File: config.mk
export PLATFORM = sky130hd
export DESIGN_NAME = running_min_max_mean
export DESIGN_NICKNAME = d
export VERILOG_FILES = /design/src/rmm_pkg.sv /design/src/running_min_max_mean.sv /design/src/rmm_acc.sv /design/src/rmm_div.sv
export VERILOG_INCLUDE_DIRS = /design/src /design/src/src
export SDC_FILE = /design/constraint.sdc
export NUM_CORES = 1
export LEC_CHECK = 0
export BUFFER_PORTS_ARGS = -buffer_cell sky130_fd_sc_hd__buf_2
export CAP_MARGIN = 20
export CORE_ASPECT_RATIO = 0.7
export CORE_MARGIN = 3
export CORE_UTILIZATION = 30
export CTS_CLUSTER_SIZE = 20
export DETAILED_ROUTE_END_ITERATION = 6
export MAX_ROUTING_LAYER = met4
export SLEW_MARGIN = 20
export SYNTH_ARGS = -nofsm -noshare
export SYNTH_HDL_FRONTEND = slang
export SYNTH_SLANG_ARGS = --single-unit
File: constraint.sdc
create_clock -name clk_i -period 12.42 [get_ports clk_i]
set_clock_uncertainty 0.2 [all_clocks]
set_input_delay 1.242 -clock clk_i [delete_from_list [all_inputs] [get_ports clk_i]]
set_output_delay 1.242 -clock clk_i [all_outputs]
set_load 0.1 [all_outputs]
File: src/running_min_max_mean_macros.svh
// -----------------------------------------------------------------------------
// running_min_max_mean_macros: assertion helpers for the running statistics block
// concurrent checks sampled on clk_i and disabled while rst_ni is low
// -----------------------------------------------------------------------------
`ifndef RUNNING_MIN_MAX_MEAN_MACROS_SVH
`define RUNNING_MIN_MAX_MEAN_MACROS_SVH

// same-cycle implication
`define RMM_ASSERT_NOW(lbl, ante, cons, msg) \
  lbl: assert property (@(posedge clk_i) disable iff (!rst_ni) (ante) |-> (cons)) \
    else $error(msg);

// next-cycle implication
`define RMM_ASSERT_NEXT(lbl, ante, cons, msg) \
  lbl: assert property (@(posedge clk_i) disable iff (!rst_ni) (ante) |=> (cons)) \
    else $error(msg);

`endif

File: src/rmm_pkg.sv
// -----------------------------------------------------------------------------
// rmm_pkg: shared types and widths
// field widths and the running state record of the statistics block
// -----------------------------------------------------------------------------
package rmm_pkg;

  localparam int unsigned SAMPLE_W = 32;
  localparam int unsigned SUM_W    = 48;
  localparam int unsigned CNT_W    = 16;
  localparam int unsigned MEAN_W   = 40;

  // running state of the open set
  typedef struct packed {
    logic signed [SAMPLE_W-1:0] min_v;
    logic signed [SAMPLE_W-1:0] max_v;
    logic signed [SUM_W-1:0]    sum;
    logic        [CNT_W-1:0]    cnt;
    logic                       ovf;
  } acc_state_t;

endpackage

File: src/running_min_max_mean.sv
// -----------------------------------------------------------------------------
// running_min_max_mean: per-set minimum, maximum, count and fixed-point mean
// takes signed samples, one result item per set on the sample flagged last
// -----------------------------------------------------------------------------
// usage
// - input channel: sample_i and last_i under in_valid_i / in_stall_o; an item
//   is taken at a rising edge with in_valid_i high and in_stall_o low
// - output channel: min, max, mean, count and too_long under out_valid_o /
//   out_stall_i; the result item holds steady while stalled
// - an item without last is folded into the running state as it is taken, so
//   such items go at one per cycle while in_stall_o is low
// - an item with last starts the mean: a load state starts the divider, which
//   gives one quotient bit per cycle over 48 + FRAC_BITS bits; its registered
//   done moves the sequencer to wait, and the mean is saturated and registered
//   once the result register is free; in_stall_o is high through all of it,
//   so the input stays stalled until the mean goes into the result register
// - the result register parts the two sides: samples of the next set are
//   taken while the previous result still waits; a finished mean waits in the
//   divider until the result register is free
// - samples past min(MAX_COUNT, 65535) only set too_long
// - reset clears the running state, the sequencer and out_valid_o
// -----------------------------------------------------------------------------
`include "running_min_max_mean_macros.svh"

module running_min_max_mean #(
  parameter int unsigned MAX_COUNT = 65535,
  parameter int unsigned FRAC_BITS = 8
) (
  input  logic                                clk_i,
  input  logic                                rst_ni,
  // input channel
  input  logic                                in_valid_i,
  output logic                                in_stall_o,
  input  logic signed [rmm_pkg::SAMPLE_W-1:0] sample_i,
  input  logic                                last_i,
  // output channel
  output logic                                out_valid_o,
  input  logic                                out_stall_i,
  output logic signed [rmm_pkg::SAMPLE_W-1:0] min_value_o,
  output logic signed [rmm_pkg::SAMPLE_W-1:0] max_value_o,
  output logic signed [rmm_pkg::MEAN_W-1:0]   mean_fixed_o,
  output logic        [rmm_pkg::CNT_W-1:0]    sample_count_o,
  output logic                                too_long_o
);
  import rmm_pkg::*;

  // count limit, capped so it fits the count field
  localparam int unsigned LIMIT_INT = (MAX_COUNT < 65535) ? MAX_COUNT : 65535;
  localparam logic [CNT_W-1:0] LIMIT = CNT_W'(LIMIT_INT);
  // dividend is the sum magnitude scaled by the fraction bits
  localparam int unsigned DW = SUM_W + FRAC_BITS;
  localparam logic [DW-1:0] NEG_MAG = DW'(1) << (MEAN_W - 1);
  localparam logic [DW-1:0] POS_MAX = NEG_MAG - DW'(1);

  typedef enum logic [1:0] {
    S_ACC,   // folding samples
    S_LOAD,  // start the divider on the closed set
    S_DIV,   // divider iterating
    S_WAIT   // mean ready, waiting for the result register
  } state_e;

  state_e     state_q;
  acc_state_t acc;
  logic       in_acc;
  logic       div_done;
  logic [DW-1:0] quot;
  logic [SUM_W-1:0] sum_mag;
  logic [DW-1:0]    dividend;
  logic [DW-1:0]    quot_sat;
  logic signed [MEAN_W-1:0] mean_d;
  logic       load_out;

  logic                       out_valid_q;
  logic signed [SAMPLE_W-1:0] min_q;
  logic signed [SAMPLE_W-1:0] max_q;
  logic signed [MEAN_W-1:0]   mean_q;
  logic        [CNT_W-1:0]    cnt_q;
  logic                       too_long_q;

  assign in_stall_o = (state_q != S_ACC);
  assign in_acc     = in_valid_i && !in_stall_o;
  assign load_out   = (state_q == S_WAIT) && (!out_valid_q || !out_stall_i);

  // running min, max, sum and count
  rmm_acc #(
    .LIMIT (LIMIT)
  ) u_acc (
    .clk_i    (clk_i),
    .rst_ni   (rst_ni),
    .upd_i    (in_acc),
    .clr_i    (load_out),
    .sample_i (sample_i),
    .state_o  (acc)
  );

  // magnitude of the sum; the most negative sum still fits unsigned
  assign sum_mag  = acc.sum[SUM_W-1] ? (SUM_W'(0) - acc.sum) : acc.sum;
  assign dividend = DW'(sum_mag) << FRAC_BITS;

  // divider, one quotient bit a cycle
  rmm_div #(
    .DW (DW)
  ) u_div (
    .clk_i      (clk_i),
    .rst_ni     (rst_ni),
    .start_i    (state_q == S_LOAD),
    .dividend_i (dividend),
    .divisor_i  (acc.cnt),
    .done_o     (div_done),
    .quot_o     (quot)
  );

  // saturate to the mean range and restore the sign
  always_comb begin
    if (acc.sum[SUM_W-1]) begin
      quot_sat = (quot > NEG_MAG) ? NEG_MAG : quot;
      mean_d   = MEAN_W'(0) - quot_sat[MEAN_W-1:0];
    end else begin
      quot_sat = (quot > POS_MAX) ? POS_MAX : quot;
      mean_d   = quot_sat[MEAN_W-1:0];
    end
  end

  // sequencer and result valid
  always_ff @(posedge clk_i or negedge rst_ni) begin
    if (!rst_ni) begin
      state_q     <= S_ACC;
      out_valid_q <= 1'b0;
    end else begin
      // a new result item goes in, or the held one leaves
      if (load_out) begin
        out_valid_q <= 1'b1;
      end else if (!out_stall_i) begin
        out_valid_q <= 1'b0;
      end
      case (state_q)
        S_ACC: begin
          if (in_acc && last_i) state_q <= S_LOAD;
        end
        S_LOAD: begin
          state_q <= S_DIV;
        end
        S_DIV: begin
          if (div_done) state_q <= S_WAIT;
        end
        S_WAIT: begin
          if (load_out) state_q <= S_ACC;
        end
        default: begin
          state_q <= S_ACC;
        end
      endcase
    end
  end

  // result payload, written only when the register is free
  always_ff @(posedge clk_i) begin
    if (load_out) begin
      min_q      <= acc.min_v;
      max_q      <= acc.max_v;
      mean_q     <= mean_d;
      cnt_q      <= acc.cnt;
      too_long_q <= acc.ovf;
    end
  end

  assign out_valid_o    = out_valid_q;
  assign min_value_o    = min_q;
  assign max_value_o    = max_q;
  assign mean_fixed_o   = mean_q;
  assign sample_count_o = cnt_q;
  assign too_long_o     = too_long_q;

  // checks
  `RMM_ASSERT_NOW(a_cnt_limit, 1'b1, acc.cnt <= LIMIT, "running count above limit")
  `RMM_ASSERT_NEXT(a_last_stalls, in_acc && last_i, in_stall_o, "input open after last item")
  `RMM_ASSERT_NOW(a_cnt_nonzero, $rose(out_valid_o), sample_count_o != '0, "result with no samples")
  `RMM_ASSERT_NOW(a_min_le_max, $rose(out_valid_o), min_value_o <= max_value_o, "min above max")

endmodule

File: src/rmm_acc.sv
// -----------------------------------------------------------------------------
// rmm_acc: per-sample accumulator
// folds one sample a cycle into min, max, sum and count, flags excess samples
// -----------------------------------------------------------------------------
module rmm_acc #(
  parameter logic [15:0] LIMIT = 16'hFFFF
) (
  input  logic                                clk_i,
  input  logic                                rst_ni,
  input  logic                                upd_i,
  input  logic                                clr_i,
  input  logic signed [rmm_pkg::SAMPLE_W-1:0] sample_i,
  output rmm_pkg::acc_state_t                 state_o
);
  import rmm_pkg::*;

  acc_state_t state_q, state_d;
  logic signed [SUM_W-1:0] sample_x;

  assign sample_x = SUM_W'(sample_i);

  always_comb begin
    state_d = state_q;
    if (clr_i) begin
      state_d = '0;
    end else if (upd_i) begin
      if (state_q.cnt < LIMIT) begin
        if (state_q.cnt == '0) begin
          state_d.min_v = sample_i;
          state_d.max_v = sample_i;
          state_d.sum   = sample_x;
        end else begin
          if (sample_i < state_q.min_v) state_d.min_v = sample_i;
          if (sample_i > state_q.max_v) state_d.max_v = sample_i;
          state_d.sum = state_q.sum + sample_x;
        end
        state_d.cnt = state_q.cnt + CNT_W'(1);
      end else begin
        state_d.ovf = 1'b1;
      end
    end
  end

  always_ff @(posedge clk_i or negedge rst_ni) begin
    if (!rst_ni) begin
      state_q <= '0;
    end else begin
      state_q <= state_d;
    end
  end

  assign state_o = state_q;

endmodule

File: src/rmm_div.sv
// -----------------------------------------------------------------------------
// rmm_div: iterative unsigned divider
// restoring shift-subtract, one quotient bit per cycle
// -----------------------------------------------------------------------------
module rmm_div #(
  parameter int unsigned DW = 56
) (
  input  logic                           clk_i,
  input  logic                           rst_ni,
  input  logic                           start_i,
  input  logic [DW-1:0]                  dividend_i,
  input  logic [rmm_pkg::CNT_W-1:0]      divisor_i,
  output logic                           done_o,
  output logic [DW-1:0]                  quot_o
);
  import rmm_pkg::*;

  localparam int unsigned CW = $clog2(DW + 1);

  logic [DW-1:0]      dq_q, dq_d;
  logic [CNT_W:0]     rem_q, rem_d;
  logic [CNT_W-1:0]   dsr_q, dsr_d;
  logic [CW-1:0]      cnt_q, cnt_d;
  logic               done_q, done_d;
  logic [CNT_W:0]     rem_sh;
  logic [CNT_W+1:0]   diff;
  logic               ge;

  // trial subtract of the shifted partial remainder
  assign rem_sh = {rem_q[CNT_W-1:0], dq_q[DW-1]};
  assign diff   = {1'b0, rem_sh} - {2'b00, dsr_q};
  assign ge     = !diff[CNT_W+1];

  always_comb begin
    dq_d   = dq_q;
    rem_d  = rem_q;
    dsr_d  = dsr_q;
    cnt_d  = cnt_q;
    done_d = 1'b0;
    if (start_i) begin
      dq_d  = dividend_i;
      rem_d = '0;
      dsr_d = divisor_i;
      cnt_d = CW'(DW);
    end else if (cnt_q != '0) begin
      dq_d   = {dq_q[DW-2:0], ge};
      rem_d  = ge ? diff[CNT_W:0] : rem_sh;
      cnt_d  = cnt_q - CW'(1);
      done_d = (cnt_q == CW'(1));
    end
  end

  always_ff @(posedge clk_i or negedge rst_ni) begin
    if (!rst_ni) begin
      cnt_q  <= '0;
      done_q <= 1'b0;
    end else begin
      cnt_q  <= cnt_d;
      done_q <= done_d;
    end
  end

  always_ff @(posedge clk_i) begin
    dq_q  <= dq_d;
    rem_q <= rem_d;
    dsr_q <= dsr_d;
  end

  assign done_o = done_q;
  assign quot_o = dq_q;

endmodule
# Word-level counts from Yosys, hierarchy flattened
# Index checks and enable logic that the tools add are counted.
# totals
regBits	348
in_bits	37
out_inout_bits	123
# classes
addsub	6
order_cmp	5
eq_ne	9
mux	24
n_reduce_logical	22
# op_table
operator	n
$mux 129	2
$mux 128	1
$mux 40	3
$mux 112	1
$mux 56	2
$mux 32	2
$gt 56x39->1 const B	1
$gt 56x40->1 const B	1
$add 48x32->48	1
$mux 48	1
$sub 1x48->48 const A	1
$sub 1x40->40 const A	1
$gt 32x32->1	1
$lt 32x32->1	1
$sub 17x16->18	1
$add 16x1->16 const B	1
$logic_not 16->1	1
$lt 16x16->1 const B	1
$mux 16	1
$mux 6	2
$reduce_and 3->1	3
$pmux 2 s4	1
$reduce_bool 2->1	4
$eq 6x1->1 const B	1
14 further kinds	31

# Depth between registers and ports, before layout
# Gate-level depths: netlist of run 1.
# logic_depth
depth_word	6
mapped_depth	18

# Hierarchy
# A second synthesis of run 1 with hierarchy kept.
# unflattened
hier_cells	2141
area_unflattened_um2	21632.0
# by_module_without_submodules
module	instances	cells_each	area_per_inst_um2	seq_area_each_um2
rmm_acc	1	1199	10349.9	3228.1
running_min_max_mean	1	570	6526.3	3708.6
rmm_div	1	372	4755.8	2657.5

# Least setup slack after synthesis of run 1
# Ideal clock, no wire load.
# synth_path
path_type	input -> register
from	input out_stall_i
to	register max_q[0] (netlist: max_value_o[0]) (enable)
setup_time_ns	0.533
arrival_time_ns	5.076
required_time_ns	11.687
slack_ns	6.611
stages	4
cell_sequence	nand2_1 > nand2_1 > clkinv_1 > clkbuf_1
# synth_between
elab_chain_len	3
# synth_lines
element	line_no	source
start: declaration	running_min_max_mean.sv:38	input logic out_stall_i,
$logic_not 1->1	--	
$logic_or 1x1->1	running_min_max_mean.sv:82	assign load_out = (state_q == S_WAIT) && (!out_valid_q || !out_stall_i);
$logic_and 1x1->1	running_min_max_mean.sv:82	
via load_out	running_min_max_mean.sv:71	logic load_out;
end signal: assignment	running_min_max_mean.sv:160	max_q <= acc.max_v;
end: declaration	running_min_max_mean.sv:75	logic signed [SAMPLE_W-1:0] max_q;
# The timed path passes the listed nets, and every way through them passes these cells.
# A chain may end at the register's enable or synchronous reset.

# Worst setup path after layout of run 1
# layout_path
from	register u_div.dq_q[22] (netlist: u_div.quot_o[22])
to	register mean_q[36] (netlist: mean_fixed_o[36]), data pin
# layout_between
elab_chain_len	4
elab_cells_between_ends	6
classes_between	add/sub: 1; order compare: 2; mux: 3
# layout_lines
element	line_no	source
start: declaration	rmm_div.sv:20	logic [DW-1:0] dq_q, dq_d;
start signal: assignment	rmm_div.sv:64	dq_q <= dq_d;
$gt 56x40->1	running_min_max_mean.sv:116	quot_sat = (quot > NEG_MAG) ? NEG_MAG : quot;
$mux 40	running_min_max_mean.sv:116	
$sub 1x40->40	running_min_max_mean.sv:117	mean_d = MEAN_W'(0) - quot_sat[MEAN_W-1:0];
$mux 40 *	running_min_max_mean.sv:115	if (acc.sum[SUM_W-1]) begin
via mean_d[36]	running_min_max_mean.sv:70	logic signed [MEAN_W-1:0] mean_d;
end signal: assignment	running_min_max_mean.sv:161	mean_q <= mean_d;
end: declaration	running_min_max_mean.sv:76	logic signed [MEAN_W-1:0] mean_q;
# The timed path passes the listed nets; every way through them passes the cells marked *.

==> impl_metrics.prom, run 1 <==
# TYPE chip_impl_metric gauge
chip_impl_metric{name="initial_antenna_violation_count",unit=""} 1
chip_impl_metric{name="whs",unit="ps"} 269
chip_impl_metric{name="grt_start_max_net_pins",unit=""} 92
chip_impl_metric{name="synthArstFlopShare",unit="%"} 39.9
chip_impl_info{name="dominant_combinational_cell_family_by_area_after_synthesis",value="compound AO/OA/AOI/OAI gates"} 1
chip_impl_metric{name="worst_ir_drop_vdd",unit="uV"} 123
chip_impl_info{name="crit-reg2reg-capture",value="mean_fixed_o[36]"} 1
chip_impl_metric{name="die-height",unit="um"} 224
chip_impl_metric{name="power_switching",unit="mW"} 3.42
chip_impl_info{name="grt_setup_unrepaired",value="no"} 1
chip_impl_metric{name="clockBufferDepth",unit=""} 3
chip_impl_metric{name="finalWorstPathRequiredPeriod",unit="ps"} 5110
chip_impl_metric{name="detailedRoute.firstPassIterationCount",unit=""} 6
chip_impl_metric{name="power_per_cell_area",unit="nW/um2"} 301
chip_impl_metric{name="grt_pass1_vias",unit=""} 16400
chip_impl_metric{name="hpwlAfterDp",unit="um"} 42300
chip_impl_metric{name="dr.first_iter.drc_count",unit=""} 1674
chip_impl_metric{name="layout.cell_area.non_filler",unit="um2"} 23400
chip_impl_metric{name="leakage",unit="nW"} 9.61
chip_impl_metric{name="postSynthAreaPerCell",unit="um2"} 9.59
chip_impl_info{name="setup.worst_path.class",value="flip-flop to flip-flop"} 1
chip_impl_metric{name="dr_vias_cell",unit=""} 5.43
chip_impl_info{name="status",value="completed"} 1
chip_impl_metric{name="syn-num-nets",unit=""} 2306
chip_impl_info{name="tritoncts_clock_tree",value="yes"} 1
chip_impl_metric{name="placeableCoreArea",unit="um2"} 66900
chip_impl_metric{name="synth_enable_flop_cells",unit=""} 185
chip_impl_metric{name="report.final.setup_viol",unit=""} 0
chip_impl_metric{name="synth_mux_area_share",unit="%"} 1.03
chip_impl_info{name="crit-reg2reg-launch",value="u_div.quot_o[22]"} 1
chip_impl_metric{name="synth_cells",unit=""} 2130
chip_impl_metric{name="report.power.total",unit="mW"} 7.04
chip_impl_metric{name="critical_path_required_time",unit="ps"} 12480
chip_impl_metric{name="cell_internal_pwr",unit="mW"} 3.62
chip_impl_metric{name="cts_max_level",unit=""} 2
chip_impl_metric{name="clkSlewWorstSetupHoldPaths",unit="ps"} 60
chip_impl_metric{name="measured_slew_at_the_worst_slew_check_pin",unit="ps"} 954
chip_impl_metric{name="ys_types",unit=""} 73
chip_impl_metric{name="timing.setup.tns",unit="ps"} 0
chip_impl_metric{name="post_cts_resized",unit=""} 0
chip_impl_metric{name="ant_nets",unit=""} 0
chip_impl_metric{name="design.final.nets",unit=""} 2409
chip_impl_metric{name="max_cap_viol_count",unit=""} 0
chip_impl_metric{name="power_frac_clock",unit="%"} 16.4
chip_impl_metric{name="postCtsSetupRepairBufs",unit=""} 0
chip_impl_metric{name="hold_buffers",unit=""} 0
chip_impl_metric{name="yosys_warnings",unit=""} 0
chip_impl_metric{name="grt_util_all_layers",unit="%"} 16.8
chip_impl_metric{name="layout_worst_path_cycle_share",unit="%"} 41.2
chip_impl_info{name="critPathCaptureType",value="flip-flop"} 1
chip_impl_info{name="clk_root_buffer_cell",value="sky130_fd_sc_hd__clkbuf_16"} 1
chip_impl_metric{name="die_area",unit="um2"} 71300
chip_impl_metric{name="wire_length_of_the_first_global_routing_pass",unit="um"} 94500
chip_impl_metric{name="synth_seq_area_share",unit="%"} 46.6
chip_impl_metric{name="proportion_of_layout_cells_with_a_drive_suffix_above_1",unit="%"} 11.7
chip_impl_metric{name="rows",unit=""} 79
chip_impl_metric{name="synth-compound-area-share",unit="%"} 19.5
chip_impl_metric{name="critical_path_at",unit="ps"} 5180
chip_impl_metric{name="clkSinkCount",unit=""} 348
chip_impl_metric{name="placed_cell_area",unit="um2"} 22100
chip_impl_metric{name="synthToLayoutAreaGrowth",unit="%"} 14.5
chip_impl_metric{name="grt_remaining_overflow",unit=""} 0
chip_impl_info{name="crit_start",value="u_div.quot_o[22]"} 1
chip_impl_metric{name="detail_route.wl_per_cell",unit="um"} 18.9
chip_impl_metric{name="via_count",unit=""} 17100
chip_impl_metric{name="latest_clock_arrival_within_the_worst_skew_pair",unit="ps"} 560
chip_impl_metric{name="yosys.area_share.simple",unit="%"} 15.7
chip_impl_metric{name="synth-seq-cells",unit=""} 348
chip_impl_metric{name="detail_route.wirelength",unit="um"} 59700
chip_impl_metric{name="syn-cell-area",unit="um2"} 20400
chip_impl_metric{name="power.share.switching",unit="%"} 48.6
chip_impl_metric{name="worst-r2r-cell-count",unit=""} 14
chip_impl_info{name="timing.hold.worst.class",value="flip-flop to flip-flop"} 1
chip_impl_metric{name="final_max_slew_viol_count",unit=""} 0
chip_impl_metric{name="fmax",unit="GHz"} 0.196
chip_impl_metric{name="drc",unit=""} 0
chip_impl_info{name="synth_top_flop_cell",value="sky130_fd_sc_hd__edfxtp_1"} 1
chip_impl_metric{name="tritoncts.num_buffers",unit=""} 39
chip_impl_metric{name="seqPwrFrac",unit="%"} 31.7
chip_impl_metric{name="effective_utilization_at_floorplan",unit="%"} 30.5
chip_impl_metric{name="synth-adder-area-share",unit="%"} 8.58
chip_impl_metric{name="io_buf_count",unit=""} 159
chip_impl_metric{name="synth_xor_xnor_area_share",unit="%"} 4.46
chip_impl_metric{name="slew_headroom",unit="%"} 35.6
chip_impl_metric{name="share_comb_of_total_power",unit="%"} 51.9
chip_impl_metric{name="rrSetupSlack",unit="ps"} 7310
chip_impl_metric{name="die_x",unit="um"} 318
chip_impl_metric{name="final-hold-violation-count",unit=""} 0
chip_impl_info{name="worstSetupEndpoint",value="mean_fixed_o[36]"} 1
chip_impl_info{name="setup_crit_start_kind",value="flip-flop"} 1
chip_impl_metric{name="cp_max_fo",unit=""} 22
chip_impl_metric{name="ioPinCount",unit=""} 160
chip_impl_metric{name="place_congestion",unit=""} 0.920
[logic make-up (layout without fill, tap and decap cells)]
family | after synthesis | count (layout)
buf+inv | 228 | 359
simple gates | 675 | 675
compound gates | 615 | 615
xor+xnor | 104 | 104
mux | 21 | 21
flops | 348 | 348
other cells | 0 | 1
fa+ha+maj | 139 | 139
[worst max-delay path, stage by stage, from the launching register on]
cell and delay [ps]:
sky130_fd_sc_hd__edfxtp_1 490, sky130_fd_sc_hd__or3_1 500, sky130_fd_sc_hd__nor4b_1 700, sky130_fd_sc_hd__nand2_1 190
sky130_fd_sc_hd__o31ai_1 380, sky130_fd_sc_hd__nor2b_2 310, sky130_fd_sc_hd__nand2_1 90, sky130_fd_sc_hd__ha_1 480
sky130_fd_sc_hd__nand3_1 310, sky130_fd_sc_hd__or3_1 210, sky130_fd_sc_hd__nor3_1 60, sky130_fd_sc_hd__o21ai_0 510
sky130_fd_sc_hd__o311ai_0 220, sky130_fd_sc_hd__nand2_1 100, sky130_fd_sc_hd__a21oi_1 70
[how the worst min path moves through the flow]
stage	from	to	slack (ps)	cells past startpoint
after global placement	u_acc.state_o[0]	too_long_o	250	0
after CTS	u_acc.state_o[0]	too_long_o	270	0
after floorplan	u_acc.state_o[0]	too_long_o	230	0
after detailed placement	u_acc.state_o[0]	too_long_o	240	0
after global routing	u_acc.state_o[0]	too_long_o	280	0
final	u_acc.state_o[0]	too_long_o	270	0
[synth_stat cells, types with 50 or more instances]
master / number / share of area, %
sky130_fd_sc_hd__a21o_1: 50 / 1.8
sky130_fd_sc_hd__a21oi_1: 126 / 3.1
sky130_fd_sc_hd__clkbuf_1: 98 / 1.8
sky130_fd_sc_hd__dfrtp_1: 139 / 17
sky130_fd_sc_hd__edfxtp_1: 185 / 27
sky130_fd_sc_hd__ha_1: 137 / 8.4
sky130_fd_sc_hd__inv_1: 112 / 2.1
sky130_fd_sc_hd__nand2_1: 224 / 4.1
sky130_fd_sc_hd__nand3_1: 105 / 2.6
sky130_fd_sc_hd__nor2_1: 150 / 2.8
sky130_fd_sc_hd__o21ai_0: 179 / 4.4
sky130_fd_sc_hd__xnor2_1: 72 / 3.1
[registers in the layout, summed over array words and instances, names as in the netlist]
register,flops
u_div.done_o,1
out_valid_o,1
mean_fixed_o,40
u_div.dsr_q,16
too_long_o,1
max_value_o,32
u_acc.state_o,129
u_div.cnt_q,6
min_value_o,32
u_div.rem_q,16
u_div.quot_o,56
sample_count_o,16
state_q,2
[layout by cell type, fill, tap and decap left out, drive strengths merged, types with 12 or more instances in the layout]
| master | netlist | layout |
|---|---|---|
| edfxtp | 185 | 185 |
| a21o | 50 | 50 |
| o31ai | 26 | 26 |
| ha | 137 | 137 |
| a311oi | 16 | 16 |
| inv | 112 | 116 |
| nand2 | 224 | 224 |
| nor2 | 150 | 150 |
| buf | 17 | 177 |
| a31oi | 33 | 33 |
| clkinv | 1 | 15 |
| o21ai | 180 | 180 |
| xor2 | 32 | 32 |
| nand2b | 15 | 15 |
| a22o | 37 | 37 |
| a21oi | 127 | 127 |
| and2 | 13 | 13 |
| or3 | 19 | 19 |
| o21a | 17 | 17 |
| xnor2 | 72 | 72 |
| clkbuf | 98 | 44 |
| o21bai | 12 | 12 |
| nor4 | 14 | 14 |
| nor3 | 35 | 35 |
| dfxtp | 24 | 24 |
| o22a | 12 | 12 |
| nand4 | 37 | 37 |
| dfrtp | 139 | 139 |
| mux2i | 20 | 20 |
| nand3 | 105 | 105 |
| or4 | 13 | 13 |
| a211oi | 22 | 22 |
[power groups by stage]
stage | Sequential [mW] | Clock, mW | Combinational, mW
2_1_floorplan | 2.79 | 0 | 2.18
3_3_place_gp | 2.24 | 0 | 3.55
3_5_place_dp | 2.25 | 0 | 3.62
4_1_cts | 2.23 | 1.19 | 3.64
5_1_grt | 2.28 | 1.23 | 4.02
6_report | 2.23 | 1.16 | 3.66
[cell type report]
class / instances / area, um2
Clock inverter: 25 / 236
Clock buffer: 44 / 1000
Inverter: 113 / 429
Multi-Input combinational cell: 1554 / 10100
Fill cell: 6677 / 43500
Sequential cell: 348 / 9520
Timing Repair Buffer: 177 / 950
Antenna cell: 1 / 2.50
Tap cell: 891 / 1110
[through the flow]
stage / instances / setup slack (ps) / util (%)
6_report: 3153 / 7310 / 34.9
5_1_grt: 3153 / 6910 / 34.9
4_1_cts: 3152 / 7470 / 34.9
3_5_place_dp: 3083 / 7110 / 33.1
3_3_place_gp: 3082 / 6770 / 33.0
2_1_floorplan: 2130 / 6610 / -
[metal layers]
metal / part of all wire (%) / vias up / GRT usage [%]
met2: 44 / 546 / 24.7
met4: 3.6 / 0 / 5.97
met3: 6.1 / 95 / 3.19
li1: - / 8086 / -
met1: 46 / 8397 / 23.1
met5: 0 / - / -
Note: power is estimated with default switching activity, not from simulation.
==> run 2: changes to the inputs <==
ABC_AREA = 1   (was unset)
clock period = 4.5 ns   (was 12.42 ns; I/O delays follow)
==> run 2 against run 1 <==
  * Global-route usage increased by 2.6 points
  * Die area rose by 10%
  * Largest cell class unchanged
  * Non-clock buffer count is 12 higher
  * Worst hold slack worse by 200 ps
  * Combinational power grew to 2.9 times the previous value
  * Critical path depth rose by 3
  * Register-to-register slack worse by 6100 ps
==> impl_metrics.prom, run 2 <==
# TYPE chip_impl_metric gauge
chip_impl_info{name="status",value="completed"} 1
chip_impl_metric{name="via_count",unit=""} 20700
chip_impl_info{name="final_common_cell",value="sky130_fd_sc_hd__nand2_1"} 1
chip_impl_metric{name="postSynthAreaPerCell",unit="um2"} 7.75
chip_impl_metric{name="rows",unit=""} 83
chip_impl_metric{name="tritoncts.num_buffers",unit=""} 42
chip_impl_metric{name="dr_vias_cell",unit=""} 5.09
chip_impl_metric{name="syn-num-nets",unit=""} 3095
chip_impl_info{name="layout.cells.most_common_list",value="sky130_fd_sc_hd__nand2_1 (657), sky130_fd_sc_hd__inv_1 (369), sky130_fd_sc_hd__nor2_1 (311), sky130_fd_sc_hd__o21ai_0 (239), sky130_fd_sc_hd__a21oi_1 (192)"} 1
chip_impl_metric{name="synthToLayoutAreaGrowth",unit="%"} 14.0
chip_impl_metric{name="max_cap_viol_count",unit=""} 0
chip_impl_metric{name="syn-cell-area",unit="um2"} 22600
chip_impl_metric{name="worst_ir_drop_vdd",unit="uV"} 335
chip_impl_metric{name="report.power.total",unit="mW"} 20.0
chip_impl_metric{name="die_x",unit="um"} 334
chip_impl_info{name="netlist_top_cells_area",value="sky130_fd_sc_hd__edfxtp_1 (25%), sky130_fd_sc_hd__dfrtp_1 (15%), sky130_fd_sc_hd__nand2_1 (11%), sky130_fd_sc_hd__ha_1 (7.6%), sky130_fd_sc_hd__inv_1 (6.1%)"} 1
chip_impl_metric{name="max_reg_flops",unit=""} 129
chip_impl_metric{name="critical_path.max_stage_delay",unit="ps"} 560
chip_impl_info{name="synth_commonest_cells",value="sky130_fd_sc_hd__nand2_1 (657), sky130_fd_sc_hd__inv_1 (370), sky130_fd_sc_hd__nor2_1 (312)"} 1
chip_impl_metric{name="final-hold-violation-count",unit=""} 0
chip_impl_metric{name="effective_utilization_at_floorplan",unit="%"} 30.6
chip_impl_metric{name="clkSinkCount",unit=""} 348
chip_impl_info{name="worstSetupEndpoint",value="mean_fixed_o[38]"} 1
chip_impl_metric{name="io_buf_count",unit=""} 159
chip_impl_metric{name="detail_route.wirelength",unit="um"} 76000
chip_impl_metric{name="stdcell_count",unit=""} 4058
chip_impl_metric{name="latest_clock_arrival_within_the_worst_skew_pair",unit="ps"} 580
chip_impl_metric{name="layout.cell_area.non_filler",unit="um2"} 25800
chip_impl_metric{name="design.final.nets",unit=""} 3223
chip_impl_metric{name="critical_path_at",unit="ps"} 3390
chip_impl_metric{name="detailedRoute.firstPassIterationCount",unit=""} 5
chip_impl_metric{name="slew_headroom",unit="%"} 38.4
chip_impl_metric{name="cts_max_level",unit=""} 2
chip_impl_info{name="path_cells",value="nor2_1 -> nand2_1 -> nor2_1 -> nand2_1 -> nor2_1 -> nand2_2 -> nand2_4 -> nand2_1 -> ha_1 -> nand2_1 -> inv_1 -> nand2_2 -> nor2_4 -> nand3_1 -> nand2_1 -> nand3_1 -> nand2_1"} 1
chip_impl_metric{name="wire_length_of_the_first_global_routing_pass",unit="um"} 118000
chip_impl_metric{name="synth_enable_flop_cells",unit=""} 185
chip_impl_metric{name="dr.first_iter.drc_count",unit=""} 2161
chip_impl_metric{name="rrSetupSlack",unit="ps"} 1210
chip_impl_metric{name="hpwlAfterDp",unit="um"} 57500
chip_impl_info{name="timing.hold.worst.class",value="input pin to flip-flop"} 1
chip_impl_metric{name="cp_max_fo",unit=""} 35
chip_impl_metric{name="fin_ws",unit="ps"} 1210
chip_impl_info{name="synth_top_flop_cell",value="sky130_fd_sc_hd__edfxtp_1"} 1
chip_impl_metric{name="worst-r2r-cell-count",unit=""} 17
chip_impl_info{name="clk_root_buffer_cell",value="sky130_fd_sc_hd__clkbuf_16"} 1
chip_impl_metric{name="measured_slew_at_the_worst_slew_check_pin",unit="ps"} 923
chip_impl_metric{name="ys_types",unit=""} 60
chip_impl_metric{name="synthArstFlopShare",unit="%"} 39.9
chip_impl_info{name="worst_path_max_delay_cell",value="sky130_fd_sc_hd__edfxtp_1"} 1
chip_impl_metric{name="fmax",unit="GHz"} 0.304
chip_impl_info{name="crit_top_cell",value="sky130_fd_sc_hd__nand2_1"} 1
chip_impl_metric{name="die-height",unit="um"} 236
chip_impl_metric{name="timing.setup.tns",unit="ps"} 0
chip_impl_info{name="setup_crit_start_kind",value="flip-flop"} 1
chip_impl_metric{name="initial_antenna_violation_count",unit=""} 0
chip_impl_info{name="post-synth-top-count-cell",value="sky130_fd_sc_hd__nand2_1"} 1
chip_impl_info{name="setup.worst_path.class",value="flip-flop to flip-flop"} 1
chip_impl_info{name="crit-reg2reg-launch",value="u_div.quot_o[17]"} 1
chip_impl_metric{name="yosys_warnings",unit=""} 0
chip_impl_info{name="critPathCaptureType",value="flip-flop"} 1
chip_impl_metric{name="placeableCoreArea",unit="um2"} 73900
chip_impl_metric{name="synth_cells",unit=""} 2919
chip_impl_metric{name="clockBufferDepth",unit=""} 3
chip_impl_metric{name="postCtsSetupRepairBufs",unit=""} 0
chip_impl_metric{name="antenna-diode-count",unit=""} 0
chip_impl_metric{name="grt_start_max_net_pins",unit=""} 158
chip_impl_metric{name="leakage",unit="nW"} 11.9
chip_impl_metric{name="final_max_slew_viol_count",unit=""} 0
chip_impl_metric{name="grt_util_all_layers",unit="%"} 19.4
chip_impl_info{name="synth_area_leader_cell",value="sky130_fd_sc_hd__edfxtp_1"} 1
chip_impl_metric{name="yosysTopAreaCellShare",unit="%"} 24.6
chip_impl_info{name="crit-reg2reg-capture",value="mean_fixed_o[38]"} 1
chip_impl_metric{name="grt_remaining_overflow",unit=""} 0
chip_impl_metric{name="ant_nets",unit=""} 0
chip_impl_metric{name="placed_cell_area",unit="um2"} 24400
chip_impl_metric{name="post_cts_resized",unit=""} 0
chip_impl_metric{name="place_congestion",unit=""} 0.992
chip_impl_info{name="crit_start",value="u_div.quot_o[17]"} 1
chip_impl_metric{name="power_per_cell_area",unit="nW/um2"} 777
chip_impl_metric{name="synth_seq_area_share",unit="%"} 42.1
chip_impl_metric{name="die_area",unit="um2"} 78800
chip_impl_metric{name="detail_route.wl_per_cell",unit="um"} 18.7
chip_impl_metric{name="layout_worst_path_cycle_share",unit="%"} 73.1
chip_impl_metric{name="proportion_of_layout_cells_with_a_drive_suffix_above_1",unit="%"} 10.0
chip_impl_metric{name="placed_cells",unit=""} 3978
chip_impl_metric{name="finalWorstPathRequiredPeriod",unit="ps"} 3290
chip_impl_metric{name="clkSlewWorstSetupHoldPaths",unit="ps"} 60
chip_impl_metric{name="grt_pass1_vias",unit=""} 19400
chip_impl_metric{name="drc",unit=""} 0
chip_impl_info{name="tritoncts_clock_tree",value="yes"} 1
chip_impl_metric{name="ioPinCount",unit=""} 160
chip_impl_info{name="grt_setup_unrepaired",value="no"} 1
chip_impl_metric{name="critical_path_required_time",unit="ps"} 4600
chip_impl_metric{name="synth-seq-cells",unit=""} 348
chip_impl_metric{name="pre_cts_slack",unit="ps"} 1270
chip_impl_metric{name="report.final.setup_viol",unit=""} 0
-- run 2: changes by cell type after synthesis, moves of 22 or more --
cell	before	now
sky130_fd_sc_hd__inv_1	112	370
sky130_fd_sc_hd__a21o_1	50	7
sky130_fd_sc_hd__a22o_1	37	1
sky130_fd_sc_hd__a31oi_1	33	11
sky130_fd_sc_hd__nand2_1	224	657
sky130_fd_sc_hd__clkbuf_1	98	50
sky130_fd_sc_hd__o22ai_1	7	30
sky130_fd_sc_hd__a21oi_1	126	192
sky130_fd_sc_hd__buf_2	0	30
sky130_fd_sc_hd__xnor2_1	72	16
sky130_fd_sc_hd__nor2_1	150	312
sky130_fd_sc_hd__nand3_1	105	174
sky130_fd_sc_hd__o21ai_0	179	239
-- run 2: final cells by class --
class	instances	area, um2
Fill cell	7824	48200
Clock inverter	29	282
Inverter	379	1420
Multi-Input combinational cell	2087	11200
Timing Repair Buffer	189	1060
Clock buffer	49	1120
Sequential cell	348	9520
Tap cell	977	1220
-- run 2: worst min-delay path by stage --
| stage | start | end | slack, ps | cells after the start |
|---|---|---|---|---|
| 6_report | in_valid_i | u_acc.state_o[0] | 70 | 5 |
| 2_1_floorplan | rst_ni | out_valid_o | -50 | 0 |
| 5_1_grt | in_valid_i | u_acc.state_o[0] | 70 | 5 |
| 3_3_place_gp | u_acc.state_o[0] | too_long_o | 240 | 0 |
| 3_5_place_dp | u_acc.state_o[0] | too_long_o | 250 | 0 |
| 4_1_cts | in_valid_i | u_acc.state_o[0] | 40 | 5 |
-- run 2: logic make-up after synthesis --
| family | share of synthesized area (%) |
|---|---|
| multiplexers | 0.0443 |
| flip-flops | 42.1 |
| adder cells (fa/ha/maj) | 7.76 |
| AND/OR/NAND/NOR | 23.8 |
| AO/OA/AOI/OAI | 15.2 |
| XOR/XNOR | 2.59 |
| buffers and inverters | 8.59 |
-- run 2: routing by layer --
| metal | wire length, um | track usage [%] | vias to the layer above |
|---|---|---|---|
| met4 | 1300 | 3.91 | 0 |
| met5 | 0 | - | - |
| met2 | 31900 | 27.8 | 639 |
| met1 | 38000 | 28.8 | 9867 |
| met3 | 4850 | 2.95 | 90 |
| li1 | - | - | 10100 |
-- run 2: worst max-delay path: cells and delay by family, from the launching register on --
kind | cells | cell delay [ps]
adder cells (fa/ha/maj) | 1 | 280
flip-flops | 1 | 560
AND/OR/NAND/NOR | 15 | 1900
buffers and inverters | 1 | 70
-- run 2: where the power goes --
| part | internal (mW) | switching [mW] |
|---|---|---|
| registers | 4.84 | 1.22 |
| clock network | 2.03 | 1.47 |
| logic | 2.75 | 7.72 |
-- run 2: metrics by stage --
step / hold WS [ps] / util [%]
2_1_floorplan: -45.6 / -
3_3_place_gp: 242 / 33.0
3_5_place_dp: 252 / 33.0
4_1_cts: 35.7 / 34.9
5_1_grt: 69.0 / 34.9
6_report: 71.1 / 34.9
-- run 2: timing repair --
action	4_1_cts	5_1_grt
hold buffers	2	0
endpoints found under the hold margin	82	0
endpoints found under the setup margin	0	0
==> run 3: changes to the inputs <==
ABC_AREA = 0   (was 1)
clock period = 3.4 ns   (was 4.5 ns; I/O delays follow)
==> run 3 against run 2 <==
  * The flow now finishes with violations (setup timing)
  * Flip-flop and latch count unchanged
  * Sequential power increased by 25%
  * Highest routed layer unchanged
  * Register-to-register slack got worse by 1400 ps
  * Total power increased by 40%
  * Cell count decreased by 16%
  * Critical path depth decreased by 9
  * Critical endpoint is now u_div.quot_o[53]
  * Largest cell class unchanged
==> impl_metrics.prom, run 3 (synthesized netlist as in run 1, its figures left out) <==
# TYPE chip_impl_metric gauge
chip_impl_metric{name="detail_route.wl_per_cell",unit="um"} 18.6
chip_impl_metric{name="drc",unit=""} 0
chip_impl_metric{name="power_switching",unit="mW"} 13.4
chip_impl_metric{name="clkSinkCount",unit=""} 348
chip_impl_metric{name="stdcell_count",unit=""} 3418
chip_impl_metric{name="pre_cts_slack",unit="ps"} -354
chip_impl_metric{name="layout.cell_area.non_filler",unit="um2"} 26000
chip_impl_metric{name="cts_max_level",unit=""} 2
chip_impl_info{name="final_common_cell",value="sky130_fd_sc_hd__buf_4"} 1
chip_impl_info{name="crit_top_cell",value="sky130_fd_sc_hd__or4_4"} 1
chip_impl_metric{name="die_area",unit="um2"} 71300
chip_impl_metric{name="grt_util_met2",unit="%"} 28.0
chip_impl_metric{name="cp_max_fo",unit=""} 3
chip_impl_metric{name="rows",unit=""} 79
chip_impl_metric{name="final_max_slew_viol_count",unit=""} 0
chip_impl_metric{name="placed_cells",unit=""} 3308
chip_impl_metric{name="slew_headroom",unit="%"} 43.6
chip_impl_info{name="critPathCaptureType",value="flip-flop"} 1
chip_impl_metric{name="gr-usage-met1",unit="%"} 24.0
chip_impl_metric{name="max_cap_viol_count",unit=""} 0
chip_impl_info{name="crit-reg2reg-launch",value="u_acc.state_o[49]"} 1
chip_impl_info{name="setup_crit_start_kind",value="flip-flop"} 1
chip_impl_metric{name="max_reg_flops",unit=""} 129
chip_impl_metric{name="grt_pass1_vias",unit=""} 17300
chip_impl_info{name="clk_root_buffer_cell",value="sky130_fd_sc_hd__clkbuf_16"} 1
chip_impl_metric{name="fin_ws",unit="ps"} -145
chip_impl_metric{name="latest_clock_arrival_within_the_worst_skew_pair",unit="ps"} 590
chip_impl_info{name="global_route.peak_usage_layer",value="met2"} 1
chip_impl_metric{name="via_count",unit=""} 17900
chip_impl_metric{name="grt_remaining_overflow",unit=""} 0
chip_impl_info{name="grt_setup_unrepaired",value="yes"} 1
chip_impl_info{name="violated_checks",value="setup timing"} 1
chip_impl_metric{name="die-height",unit="um"} 224
chip_impl_info{name="timing.hold.worst.start",value="sample_i[10]"} 1
chip_impl_metric{name="seqPwrFrac",unit="%"} 27.1
chip_impl_metric{name="final-hold-violation-count",unit=""} 0
chip_impl_metric{name="path_buf_inv",unit=""} 0
chip_impl_info{name="timing.hold.worst.class",value="input pin to flip-flop"} 1
chip_impl_metric{name="critical_path.max_stage_delay",unit="ps"} 530
chip_impl_info{name="crit_start",value="u_acc.state_o[49]"} 1
chip_impl_metric{name="placeableCoreArea",unit="um2"} 66900
chip_impl_metric{name="grt_util_all_layers",unit="%"} 17.8
chip_impl_metric{name="clockBufferDepth",unit=""} 3
chip_impl_metric{name="nFillCells",unit=""} 6561
chip_impl_metric{name="antenna-diode-count",unit=""} 0
chip_impl_metric{name="power.share.switching",unit="%"} 47.9
chip_impl_metric{name="worst_ir_drop_vdd",unit="uV"} 442
chip_impl_metric{name="tritoncts.num_buffers",unit=""} 39
chip_impl_metric{name="measured_slew_at_the_worst_slew_check_pin",unit="ps"} 845
chip_impl_metric{name="effective_utilization_at_floorplan",unit="%"} 30.5
chip_impl_metric{name="design.final.nets",unit=""} 2672
chip_impl_metric{name="synthToLayoutAreaGrowth",unit="%"} 27.1
chip_impl_metric{name="dr.first_iter.drc_count",unit=""} 1519
chip_impl_metric{name="power_per_cell_area",unit="nW/um2"} 1080
chip_impl_metric{name="die_x",unit="um"} 318
chip_impl_metric{name="wire_length_of_the_first_global_routing_pass",unit="um"} 99700
chip_impl_metric{name="critical_path_at",unit="ps"} 3660
chip_impl_metric{name="share_comb_of_total_power",unit="%"} 58.1
chip_impl_metric{name="grt_start_max_net_pins",unit=""} 105
chip_impl_metric{name="place_congestion",unit=""} 0.915
chip_impl_metric{name="cell_internal_pwr",unit="mW"} 14.6
chip_impl_info{name="layout.cells.most_common_list",value="sky130_fd_sc_hd__buf_4 (236), sky130_fd_sc_hd__nand2_1 (221), sky130_fd_sc_hd__edfxtp_1 (185), sky130_fd_sc_hd__o21ai_0 (170), sky130_fd_sc_hd__buf_2 (157)"} 1
chip_impl_metric{name="hpwlAfterDp",unit="um"} 46300
chip_impl_metric{name="power_frac_clock",unit="%"} 14.8
chip_impl_metric{name="critical_path_required_time",unit="ps"} 3510
chip_impl_metric{name="grtUsageMet3",unit="%"} 2.77
chip_impl_metric{name="fmax",unit="GHz"} 0.282
chip_impl_metric{name="initial_antenna_violation_count",unit=""} 0
chip_impl_metric{name="placed_cell_area",unit="um2"} 24000
chip_impl_metric{name="finalWorstPathRequiredPeriod",unit="ps"} 3550
chip_impl_info{name="tritoncts_clock_tree",value="yes"} 1
chip_impl_info{name="status",value="finished, violations left"} 1
chip_impl_metric{name="detail_route.wirelength",unit="um"} 63500
chip_impl_metric{name="dr_vias_cell",unit=""} 5.25
chip_impl_metric{name="ant_nets",unit=""} 0
chip_impl_metric{name="layout_worst_path_cycle_share",unit="%"} 104
chip_impl_metric{name="io_buf_count",unit=""} 159
chip_impl_info{name="timing.critical_path.max_delay_family",value="simple AND/OR/NAND/NOR gates"} 1
chip_impl_metric{name="clkSlewWorstSetupHoldPaths",unit="ps"} 70
chip_impl_metric{name="report.final.setup_viol",unit=""} 3
chip_impl_info{name="path_cells",value="or4_4 -> or4_4 -> or4_4 -> or4_4 -> or4_4 -> a21oi_2 -> xnor2_1 -> a22o_1"} 1
chip_impl_metric{name="whs",unit="ps"} 33.0
chip_impl_metric{name="detailedRoute.firstPassIterationCount",unit=""} 7
chip_impl_info{name="worst_path_max_delay_cell",value="sky130_fd_sc_hd__or4_4"} 1
chip_impl_metric{name="leakage",unit="nW"} 11.0
chip_impl_metric{name="proportion_of_layout_cells_with_a_drive_suffix_above_1",unit="%"} 22.4
chip_impl_info{name="setup.worst_path.class",value="flip-flop to flip-flop"} 1
chip_impl_metric{name="ioPinCount",unit=""} 160
[run 3: cell types whose count changed in the layout (fill, tap and decap cells not counted), sizes merged, moves of 43 or more]
| cell | change |
|---|---|
| buf | +223 |
| nand2 | -442 |
| inv | -267 |
| a21oi | -65 |
| xnor2 | +56 |
| nand3 | -71 |
| o21ai | -75 |
| nor2 | -175 |
| a21o | +43 |
[run 3: through the flow]
stage	TNS, ps	total power, mW	util [%]
global placement	-1910	23.0	35.9
floorplan	-529	18.2	-
global route	-1490	29.9	38.8
detailed placement	-7640	23.3	35.9
CTS	-283	27.8	38.4
finish	-312	28.0	38.8
[run 3: worst register-to-register path: cells and delay by family (launching register included)]
family / cells / cell delay, ps
xor gates and xnor gates: 1 / 80
and+or+nand+nor: 5 / 2270
AOI/OAI and AO/OA: 2 / 330
DFF: 1 / 390
[run 3: routing by layer]
metal / wire length, um / part of all wire [%]
met1: 29600 / 47
met2: 29100 / 46
met3: 3160 / 5.0
met4: 1640 / 2.6
met5: 0 / 0
[run 3: final timing paths]
kind	end	slack, ps	depth (start not counted)
setup / recovery	u_div.quot_o[53]	-150	8
hold / removal	u_acc.state_o[107]	30	4
setup reg to reg	u_div.quot_o[53]	-150	8
hold reg to reg	max_value_o[14]	270	0
max in group asynchronous	u_acc.state_o[67]	1880	3
min in group asynchronous	u_acc.state_o[81]	200	2
[run 3: area by class of cell]
class	count	area (um2)	share of cell area, %
clock buffers	46	1010	3.90
clock inverters	26	220	0.848
inverters	113	429	1.65
multi-input cells	1554	10500	40.6
flip-flops and latches	348	9520	36.6
well taps	891	1110	4.29
repair buffers	440	3140	12.1
[run 3: power by group through the flow]
stage | Combinational, mW | Sequential [mW] | Clock (mW)
after global placement | 15.5 | 7.59 | 0
final | 16.3 | 7.60 | 4.13
after floorplan | 8.04 | 10.2 | 0
after detailed placement | 15.7 | 7.64 | 0
after global routing | 17.7 | 7.80 | 4.41
after CTS | 15.9 | 7.59 | 4.25
[run 3: what timing repair did]
item	4_1_cts	5_1_grt
pin swaps	9	27
gates resized for setup	27	54
hold buffers	29	0
buffers inserted	1	8
endpoints found under the setup margin	68	85
hold endpoints to repair	128	0
